`src/hdl/vertex_component_to_float4_core_defines.svh`:
```
// assertion macros for the vertex component converter
`ifndef VERTEX_COMPONENT_TO_FLOAT4_CORE_DEFINES_SVH
`define VERTEX_COMPONENT_TO_FLOAT4_CORE_DEFINES_SVH
// implication checked on every clock edge outside reset
`define VCF_ASSERT_IMP(label, ante, cons, msg) \
	label: assert property (@(posedge clk) disable iff (!arst_n) (ante) |-> (cons)) \
		else $error(msg);
// next-cycle implication
`define VCF_ASSERT_NEXT(label, ante, cons, msg) \
	label: assert property (@(posedge clk) disable iff (!arst_n) (ante) |=> (cons)) \
		else $error(msg);
`endif

```
`src/hdl/vcf4_pkg.sv`:
```
// shared types, codes and constants for the vertex component converter
package vcf4_pkg;
	localparam int unsigned LANES = 4;
	localparam int unsigned CODE_W = 8;
	localparam int unsigned USED_W = 5;

	localparam logic [CODE_W-1:0] CODE_F1 = 8'd0;
	localparam logic [CODE_W-1:0] CODE_F2 = 8'd1;
	localparam logic [CODE_W-1:0] CODE_F3 = 8'd2;
	localparam logic [CODE_W-1:0] CODE_F4 = 8'd3;
	localparam logic [CODE_W-1:0] CODE_I1 = 8'd4;
	localparam logic [CODE_W-1:0] CODE_I2 = 8'd5;
	localparam logic [CODE_W-1:0] CODE_I4 = 8'd6;
	localparam logic [CODE_W-1:0] CODE_S2 = 8'd7;
	localparam logic [CODE_W-1:0] CODE_S4 = 8'd8;
	localparam logic [CODE_W-1:0] CODE_B4 = 8'd9;

	// per-lane control decoded from the format code
	typedef struct packed {
		logic       en;
		logic       pass;
	} lane_ctl_t;
endpackage

```
`src/hdl/vcf4_lane.sv`:
```
// one conversion lane: integer to single precision or float pass-through
module vcf4_lane (
	input  logic                  clk,
	input  logic                  arst_n,
	input  logic                  adv,
	input  vcf4_pkg::lane_ctl_t   ctl,
	input  logic [31:0]           src,
	output logic [31:0]           result
);
	import vcf4_pkg::*;

	logic        sign;
	logic [31:0] mag;
	logic [4:0]  msb;
	logic        nz;
	logic [31:0] norm;
	logic [24:0] keep;
	logic        rnd;
	logic [31:0] conv;

	lane_ctl_t   ctl_s1;
	logic [31:0] src_s1;
	logic        sign_s1;
	logic [31:0] norm_s1;
	logic [4:0]  msb_s1;
	logic        nz_s1;

	// stage 0: magnitude, leading one, normalize
	always_comb begin
		sign = src[31];
		mag  = sign ? (32'd0 - src) : src;
		msb  = 5'd0;
		nz   = |mag;
		for (int i = 0; i < 32; i++) begin
			if (mag[i]) begin
				msb = 5'(i);
			end
		end
		norm = mag << (5'd31 - msb);
	end

	always_ff @(posedge clk or negedge arst_n) begin
		if (!arst_n) begin
			ctl_s1 <= '0;
		end else if (adv) begin
			ctl_s1 <= ctl;
		end
	end

	always_ff @(posedge clk) begin
		if (adv) begin
			src_s1  <= src;
			sign_s1 <= sign;
			norm_s1 <= norm;
			msb_s1  <= msb;
			nz_s1   <= nz;
		end
	end

	// stage 1: round to nearest even, pack, and pick zero, pass-through or the converted value
	always_comb begin
		rnd  = norm_s1[7] & ((|norm_s1[6:0]) | norm_s1[8]);
		keep = {1'b0, norm_s1[31:8]} + 25'(rnd);
		conv = {sign_s1, 31'd0} + {1'b0, 3'd0, msb_s1, 23'd0}
			+ {1'b0, 8'd127, 23'd0} + {7'd0, keep} - 32'h0080_0000;
		if (!ctl_s1.en) begin
			result = '0;
		end else if (ctl_s1.pass) begin
			result = src_s1;
		end else if (!nz_s1) begin
			result = '0;
		end else begin
			result = conv;
		end
	end
endmodule

```
`src/hdl/vertex_component_to_float4_core.sv`:
```
// top level: format decode, four conversion lanes and output register
// an accepted beat is registered in the lane stage, then in the output register
// throughput: one beat per cycle while the output is not stalled; the output register and lane stage stall together
// the lane stage register splits the leading-one search from the rounding adder
// reset clears the valid flags and the lane controls; payload registers are not reset
module vertex_component_to_float4_core (
	input  logic                         clk,
	input  logic                         arst_n,
	input  logic                         in_valid,
	output logic                         in_stall,
	input  logic [vcf4_pkg::CODE_W-1:0]  command,
	input  logic [31:0]                  word0,
	input  logic [31:0]                  word1,
	input  logic [31:0]                  word2,
	input  logic [31:0]                  word3,
	output logic                         out_valid,
	input  logic                         out_stall,
	output logic [31:0]                  x_bits,
	output logic [31:0]                  y_bits,
	output logic [31:0]                  z_bits,
	output logic [31:0]                  w_bits,
	output logic [vcf4_pkg::USED_W-1:0]  bytes_used
);
	import vcf4_pkg::*;
	`include "vertex_component_to_float4_core_defines.svh"

	// pipeline moves as a whole when the output side is free
	logic                 adv;
	logic                 v_s1;
	logic [USED_W-1:0]    used_s1;
	lane_ctl_t            ctl [LANES];
	logic [31:0]          src [LANES];
	logic [31:0]          res [LANES];
	logic [USED_W-1:0]    used;

	assign adv      = !out_valid || !out_stall;
	assign in_stall = !adv;

	// decode the format code into per-lane enable, pass and source select
	always_comb begin
		for (int i = 0; i < LANES; i++) begin
			ctl[i] = '0;
		end
		src[0] = word0;
		src[1] = word1;
		src[2] = word2;
		src[3] = word3;
		used   = '0;
		case (command)
			CODE_F1, CODE_F2, CODE_F3, CODE_F4: begin
				for (int i = 0; i < LANES; i++) begin
					ctl[i].en   = (i <= int'(command[1:0]));
					ctl[i].pass = 1'b1;
				end
				// four bytes per float, up to sixteen
				used = {1'b0, command[1:0], 2'b00} + 5'd4;
			end
			CODE_I1: begin
				ctl[0].en = 1'b1;
				used = 5'd4;
			end
			CODE_I2: begin
				ctl[0].en = 1'b1;
				ctl[1].en = 1'b1;
				used = 5'd8;
			end
			CODE_I4: begin
				for (int i = 0; i < LANES; i++) ctl[i].en = 1'b1;
				used = 5'd16;
			end
			CODE_S2, CODE_S4: begin
				// sign-extended half words, low half first
				src[0] = {{16{word0[15]}}, word0[15:0]};
				src[1] = {{16{word0[31]}}, word0[31:16]};
				src[2] = {{16{word1[15]}}, word1[15:0]};
				src[3] = {{16{word1[31]}}, word1[31:16]};
				ctl[0].en = 1'b1;
				ctl[1].en = 1'b1;
				ctl[2].en = (command == CODE_S4);
				ctl[3].en = (command == CODE_S4);
				used = (command == CODE_S4) ? 5'd8 : 5'd4;
			end
			CODE_B4: begin
				src[0] = {24'd0, word0[7:0]};
				src[1] = {24'd0, word0[15:8]};
				src[2] = {24'd0, word0[23:16]};
				src[3] = {24'd0, word0[31:24]};
				for (int i = 0; i < LANES; i++) ctl[i].en = 1'b1;
				used = 5'd4;
			end
			default: begin
				used = '0;
			end
		endcase
	end

	for (genvar g = 0; g < LANES; g++) begin : g_lane
		vcf4_lane u_lane (
			.clk    (clk),
			.arst_n (arst_n),
			.adv    (adv),
			.ctl    (ctl[g]),
			.src    (src[g]),
			.result (res[g])
		);
	end

	always_ff @(posedge clk or negedge arst_n) begin
		if (!arst_n) begin
			v_s1      <= 1'b0;
			out_valid <= 1'b0;
		end else if (adv) begin
			v_s1      <= in_valid;
			out_valid <= v_s1;
		end
	end

	// merge stage: lane results and byte count into the output register
	always_ff @(posedge clk) begin
		if (adv) begin
			used_s1    <= used;
			x_bits     <= res[0];
			y_bits     <= res[1];
			z_bits     <= res[2];
			w_bits     <= res[3];
			bytes_used <= used_s1;
		end
	end

	`VCF_ASSERT_IMP(a_stall_hold, out_valid && out_stall, in_stall, "input not stalled")
	`VCF_ASSERT_NEXT(a_fill, v_s1 && adv, out_valid, "beat lost in pipeline")
	`VCF_ASSERT_IMP(a_used_max, out_valid, bytes_used <= 5'd16, "byte count out of range")
endmodule

```
`config.mk`:
```
export PLATFORM = sky130hd
export DESIGN_NAME = vertex_component_to_float4_core
export DESIGN_NICKNAME = d
export VERILOG_FILES = /design/src/hdl/vcf4_pkg.sv /design/src/hdl/vcf4_lane.sv /design/src/hdl/vertex_component_to_float4_core.sv
export VERILOG_INCLUDE_DIRS = /design/src /design/src/hdl
export SDC_FILE = /design/constraint.sdc
export NUM_CORES = 2
export LEC_CHECK = 0
export ABC_AREA = 1
export BUFFER_PORTS_ARGS = -buffer_cell sky130_fd_sc_hd__buf_4
export CELL_PAD_IN_SITES_DETAIL_PLACEMENT = 0
export CELL_PAD_IN_SITES_GLOBAL_PLACEMENT = 1
export CORE_ASPECT_RATIO = 1.4
export CORE_UTILIZATION = 40
export CTS_BUF_LIST = sky130_fd_sc_hd__clkbuf_16
export CTS_CLUSTER_SIZE = 40
export DETAILED_ROUTE_END_ITERATION = 10
export PLACE_DENSITY_LB_ADDON = 0.1
export SYNTH_ARGS = -nofsm -noshare
export SYNTH_HDL_FRONTEND = slang
export SYNTH_SLANG_ARGS = --single-unit
```
`constraint.sdc`:
```
create_clock -name clk -period 22.5 [get_ports clk]
set_input_delay 5.625 -clock clk [delete_from_list [all_inputs] [get_ports clk]]
set_output_delay 5.625 -clock clk [all_outputs]
set_load 0.02 [all_outputs]
```
==> Word-level counts from Yosys, hierarchy flattened <==
Cells that the tools add are included.
{ "word_totals": {"wordCells": 249, "ff_bits": 429, "out_inout_bits": 135, "inputBits": 140} }
{ "classes": {"reduce_logical": 19, "shift": 4, "add_sub_neg": 29, "bitwise": 8, "n_lt_le_gt_ge": 3, "eq_ne": 9, "muxes": 144} }
{ "ops": {"columns": ["operator", "count"], "rows": [
  ["$mux W5", 120],
  ["$mux W32", 12],
  ["$pmux W128 S2", 1],
  ["$add A32 B25 Y32", 4],
  ["$add A32 B28 Y32", 4],
  ["$add A32 B30 Y32 const B", 4],
  ["$reduce_or A32 Y1", 4],
  ["$shl A32 B5 Y32", 4],
  ["$sub A1 B32 Y32 const A", 4],
  ["$sub A32 B24 Y32 const B", 4],
  ["$add A24 B1 Y25", 4],
  ["$eq A8 B3 Y1 const B", 4],
  ["$reduce_or A7 Y1", 4],
  ["$pmux W5 S5", 1],
  ["$sub A5 B5 Y5 const A", 4],
  ["$eq A8 B2 Y1 const B", 2],
  ["$eq A8 B4 Y1 const B", 2],
  ["$reduce_or A10 Y1", 1],
  ["$eq A8 B1 Y1 const B", 1],
  ["$logic_not A8 Y1", 1],
  ["$mux W1", 6],
  ["$pmux W1 S3", 2],
  ["$reduce_or A2 Y1", 3],
  ["$add A4 B3 Y5 const B", 1],
  ["other kinds (10)", 19]
]} }

==> Logic depth before layout (Yosys ltp) <==
{ "depth": {"word_depth": 38, "ltp_mapped": 54, "depth_no_buf": 52} }

==> Modules after synthesis <==
Synthesis repeated with hierarchy kept, for this count alone.
{ "unflattened": {"cells_unflattened": 4301, "hier_area_um2": 30968.5} }
{ "by_module_without_submodules": {"columns": ["mod", "instances", "area_per_inst_um2", "cells_per_inst", "seq_area_each_um2"], "rows": [
  ["vcf4_lane (g_lane[1].u_lane ...)", 2, 6223.5, 937, 2152.1],
  ["vcf4_lane (g_lane[3].u_lane)", 1, 6384.9, 944, 2152.1],
  ["vcf4_lane (g_lane[0].u_lane)", 1, 6292.3, 947, 2152.1],
  ["vertex_component_to_float4_core", 1, 5844.4, 536, 4073.9]
]} }

==> Least setup slack after synthesis <==
Ideal clock, no wire load.
{ "synth_timing": {"path_kind": "input -> output", "startpoint": "input port out_stall", "endpoint": "output port in_stall", "slack_ns": -2.215, "required_time_ns": 16.875, "stages": 3, "t_arrival_ns": 19.090, "path_buffers": 1, "path_cell_list": "nand2_1 -> clkbuf_1 -> inv_1"} }
{ "synth_between": {"elab_chain_cells": 3} }
{ "synth_lines": {"columns": ["element", "line", "rtl"], "rows": [
  ["start, declared", "vertex_component_to_float4_core.sv:17", "input logic out_stall,"],
  ["$logic_not A1 Y1", "vertex_component_to_float4_core.sv:36", "assign adv = !out_valid || !out_stall;"],
  ["$logic_or A1 B1 Y1", "vertex_component_to_float4_core.sv:36", null],
  ["$logic_not A1 Y1", "vertex_component_to_float4_core.sv:37", "assign in_stall = !adv;"],
  ["end, declared", "vertex_component_to_float4_core.sv:10", "output logic in_stall,"]
]} }
No other way between the ends.

==> Final worst setup path <==
{ "layout_timing": {"startpoint": "input port command[1] in the netlist's numbering", "endpoint": "register g_lane[3].u_lane.norm_s1[27] (data pin)"} }
{ "layout_between": {"elab_chain_cells": 38, "elab_cells_between_ends": 40, "cone_classes": "add/sub: 2; eq/ne: 3; shift: 1; mux: 33; reduce/logical: 1"} }
{ "layout_lines": {"columns": ["element", "line", "rtl"], "rows": [
  ["start, declared", "vertex_component_to_float4_core.sv:11", "input logic [vcf4_pkg::CODE_W-1:0] command,"],
  ["$eq A8 B4 Y1 / $eq A8 B3 Y1 (equally long branches)", "vertex_component_to_float4_core.sv:49", "case (command)"],
  ["$reduce_or A2 Y1", "vertex_component_to_float4_core.sv:49", null],
  ["$pmux W128 S2 *", "vertex_component_to_float4_core.sv:49", null],
  ["$sub A1 B32 Y32", "vcf4_lane.sv:31", "mag = sign ? (32'd0 - src) : src;"],
  ["$mux W32 *", "vcf4_lane.sv:31", null],
  ["$mux W1", "vcf4_lane.sv:35", "if (mag[i]) begin"],
  ["$mux W5 (30 in a row)", "vcf4_lane.sv:35", null],
  ["$sub A5 B5 Y5", "vcf4_lane.sv:39", "norm = mag << (5'd31 - msb);"],
  ["$shl A32 B5 Y32 *", "vcf4_lane.sv:39", null],
  ["named net g_lane[3].u_lane.norm[27]", "vcf4_lane.sv:16", "logic [31:0] norm;"],
  ["end signal, assigned", "vcf4_lane.sv:54", "norm_s1 <= norm;"],
  ["end, declared", "vcf4_lane.sv:24", "logic [31:0] norm_s1;"]
]} }
Mark *: on every way through the listed nets, which the timed path passes. The rest lies on a longest branch.
A chain may end at the register's enable or synchronous reset.

==> results.toml <==
[synth]
synthDominantCellAreaShare = 0.405
syn_area_per_cell_um2 = 7.10
postSynthRegisterBits = 421
yosys.area.top_type = "sky130_fd_sc_hd__edfxtp_1"
synth-warning-count = 0
synth_edf_count = 414
ys_async_sr_fraction = 0.0166
synth_cell_type_count = 66
ys_top_cells_by_area = "sky130_fd_sc_hd__edfxtp_1 (40%), sky130_fd_sc_hd__nand2_1 (15%), sky130_fd_sc_hd__nand3_1 (13%)"
synth.cell_area_mm2 = 0.0307
synth_flop_cell = "sky130_fd_sc_hd__edfxtp_1"
seq_total_area_yosys = 0.410
post_synth_inst_count = 4325

[routing]
routedWlPerCell_um = 20.0
drt.antenna.violating_nets = 0
detail_route.wirelength_um = 110000
route.detailed.drc = 0
detailroute.via_count = 29400
dr.pass1.iters = 6
routed_via_density = 5.35
drt_first_iter_violations = 2399

[die]
die_height_um = 330
rows = 119
die_width_um = 236
core_area_mm2 = 0.0756
number_of_top_level_pins = 275
floorplan.initialDensity = 0.406
fp.dieArea_mm2 = 0.0779

[critical_path]
critPathLaunchType = "input port"
worstPathMaxFanout = 39
worstPathRequired_ns = 22.85
crit_type = "input port to flop"
crit_path_top_delay_cell = "sky130_fd_sc_hd__nand2_2"
worst_ep_arrival_time_ns = 12.77
cp_slowest_stage_delay_ns = 0.68
crit_path_end_kind = "flop"
critPathMostFrequentCell = "sky130_fd_sc_hd__nand2_1"

[sta]
achievable-frequency_mhz = 80.5
hold_viol_final = 0
worst_slew_margin_rel = 0.213
tightestPinTransition_ns = 1.18
rsz0062_at_grt = "false"
final_setup_violations = 0
layout_min_cycle_time_ns = 12.43
finalClockSkew_ns = 0.0322
finalMaxSlewViolations = 0
timing.setup.tns_ns = 0
finalCritPeriodShare = 0.552

[global_route]
grt_start_max_net_pins = 166
via_count_of_the_first_global_routing_pass = 27700
grt_use_total = 0.277
global_route_wire_length_before_repair_um = 165000
globalRouteOverflowTotal = 0
grt_antenna_before_repair = 3

[clock_tree]
cts_hold_buf = 0
cts-root-to-sink-buffers = 3
cts_buffers = 46
clock_root_buffer = "sky130_fd_sc_hd__clkbuf_16"
skew_pair_late_insertion_delay_ns = 0.62
cts.repair.resized = 0
cts_tree = "yes"
clock-sinks = 421
cts.clk_slew.worst_paths_ns = 0.06
post-cts-setup-buffer-count = 0
ctsHtreeMaxLevel = 2

[power_and_ir_drop]
leak_pwr_nw = 16.1
p_total_w = 0.00260
peakVddDrop_v = 0.0000484
power.density_mw_per_mm2 = 74.8

[hold_path]
class_of_the_tightest_hold_or_removal_check = "flop to flop"

[placement]
dp.final_hpwl_um = 85800
gpl.final_weighted_congestion = 0.928
io_buffer_count = 272

[layout]
area.growth.synth_to_final_pct = 13.2
multi_input_area_mm2 = 0.0151
finish.net_count = 4653
n_fill_cell = 7958
final_core_utilization = 0.460
drive_gt1_frac = 0.116
layout.area.seq_mm2 = 0.0126
layout_common_cells = "sky130_fd_sc_hd__nand2_1 (1267), sky130_fd_sc_hd__nand3_1 (794), sky130_fd_sc_hd__inv_1 (495), sky130_fd_sc_hd__edfxtp_1 (414), sky130_fd_sc_hd__nor2_1 (326)"
layout.cells.most_common = "sky130_fd_sc_hd__nand2_1"

[outcome]
run_status = "complete, no violations"

[run]
cap_violations = 0
registers in the layout, indices dropped and copies added, names as in the netlist:
name	flops
g_lane.u_lane.sign_s1	4
bytes_used	3
z_bits	32
g_lane.u_lane.src_s1	124
v_s1	1
x_bits	32
g_lane.u_lane.ctl_s1	5
used_s1	3
g_lane.u_lane.msb_s1	20
out_valid	1
w_bits	32
g_lane.u_lane.norm_s1	128
y_bits	32
g_lane.u_lane.nz_s1	4
worst paths after layout:
path	start	endpoint	slack, ns	cells after the start
setup / recovery	command[1]	g_lane[3].u_lane.norm_s1[27]$_DFFE_PN_	10.07	37
hold / removal	used_s1[4]$_SDFFCE_PN0N_	bytes_used[4]$_DFFE_PN_	0.42	0
setup reg to reg	g_lane[3].u_lane.norm_s1[8]$_SDFFCE_PP0N_	w_bits[26]$_SDFFCE_PN0N_	18.36	28
hold reg to reg	used_s1[4]$_SDFFCE_PN0N_	bytes_used[4]$_DFFE_PN_	0.42	0
max in group asynchronous	arst_n	g_lane[1].u_lane.ctl_s1[0]$_DFFE_PN0N_	17.47	1
min in group asynchronous	arst_n	g_lane[1].u_lane.ctl_s1[0]$_DFFE_PN0N_	4.85	1
per-layer routing:
layer	global-route usage	share of wire	vias to the layer above
met4	0.0806	0.027	0
li1	-	-	14700
met1	0.368	0.44	13800
met5	0	0	-
met3	0.0338	0.053	128
met2	0.474	0.48	827
cell families after synthesis:
| kind of cell | share of synthesized area |
|---|---|
| adder cells (fa/ha/maj) | 0.00815 |
| other | 0.000122 |
| XOR/XNOR | 0.0213 |
| flip-flops | 0.410 |
| buffers and inverters | 0.0983 |
| AO/OA/AOI/OAI | 0.0807 |
| AND/OR/NAND/NOR | 0.381 |
synthesized netlist by cell type, types with 15 or more instances:
cell type / number
sky130_fd_sc_hd__xor2_1: 65
sky130_fd_sc_hd__clkinv_1: 18
sky130_fd_sc_hd__buf_2: 70
sky130_fd_sc_hd__clkbuf_1: 64
sky130_fd_sc_hd__o21ai_0: 116
sky130_fd_sc_hd__buf_4: 24
sky130_fd_sc_hd__nand4_1: 46
sky130_fd_sc_hd__nand3_1: 794
sky130_fd_sc_hd__nor2_1: 326
sky130_fd_sc_hd__edfxtp_1: 414
sky130_fd_sc_hd__nand2_2: 20
sky130_fd_sc_hd__o21ai_1: 34
sky130_fd_sc_hd__nand2_1: 1268
sky130_fd_sc_hd__inv_1: 486
sky130_fd_sc_hd__ha_1: 20
sky130_fd_sc_hd__inv_2: 39
sky130_fd_sc_hd__nor2_2: 28
sky130_fd_sc_hd__o211ai_1: 15
sky130_fd_sc_hd__a21oi_1: 212
sky130_fd_sc_hd__nor3_1: 64
layout make-up:
cell class / instances / share of cell area
clock inverter: 38 / 0.0106
multi-input combinational: 3183 / 0.435
antenna: 4 / 0.000288
tap: 968 / 0.0348
clock buffer: 46 / 0.0331
inverter: 543 / 0.0586
sequential: 421 / 0.363
timing repair buffer: 298 / 0.0647
through the flow:
step	hold slack [ns]	instances	setup WS, ns	instance area [µm²]
global placement	0.419	5413	9.75	33200
finish	0.416	5501	10.07	34800
detailed placement	0.405	5413	9.53	33200
CTS	0.416	5497	10.17	34800
floorplan	0.400	4330	4.78	30700
global route	0.422	5500	9.35	34800
power by group:
| group | total [W] | switching [W] | internal (W) |
|---|---|---|---|
| registers | 0.00107 | 0.0000661 | 0.00101 |
| logic | 0.000751 | 0.000516 | 0.000235 |
| clock network | 0.000777 | 0.000332 | 0.000444 |
worst max-delay path: cells and delay by family:
kind,cells,cell delay [ns]
buffers and inverters,5,0.70
adders and majority gates,2,0.39
AOI/OAI and AO/OA,2,0.36
and+or+nand+nor,27,5.33
xor gates and xnor gates,1,0.28
Power figures use the tool's default switching activity.
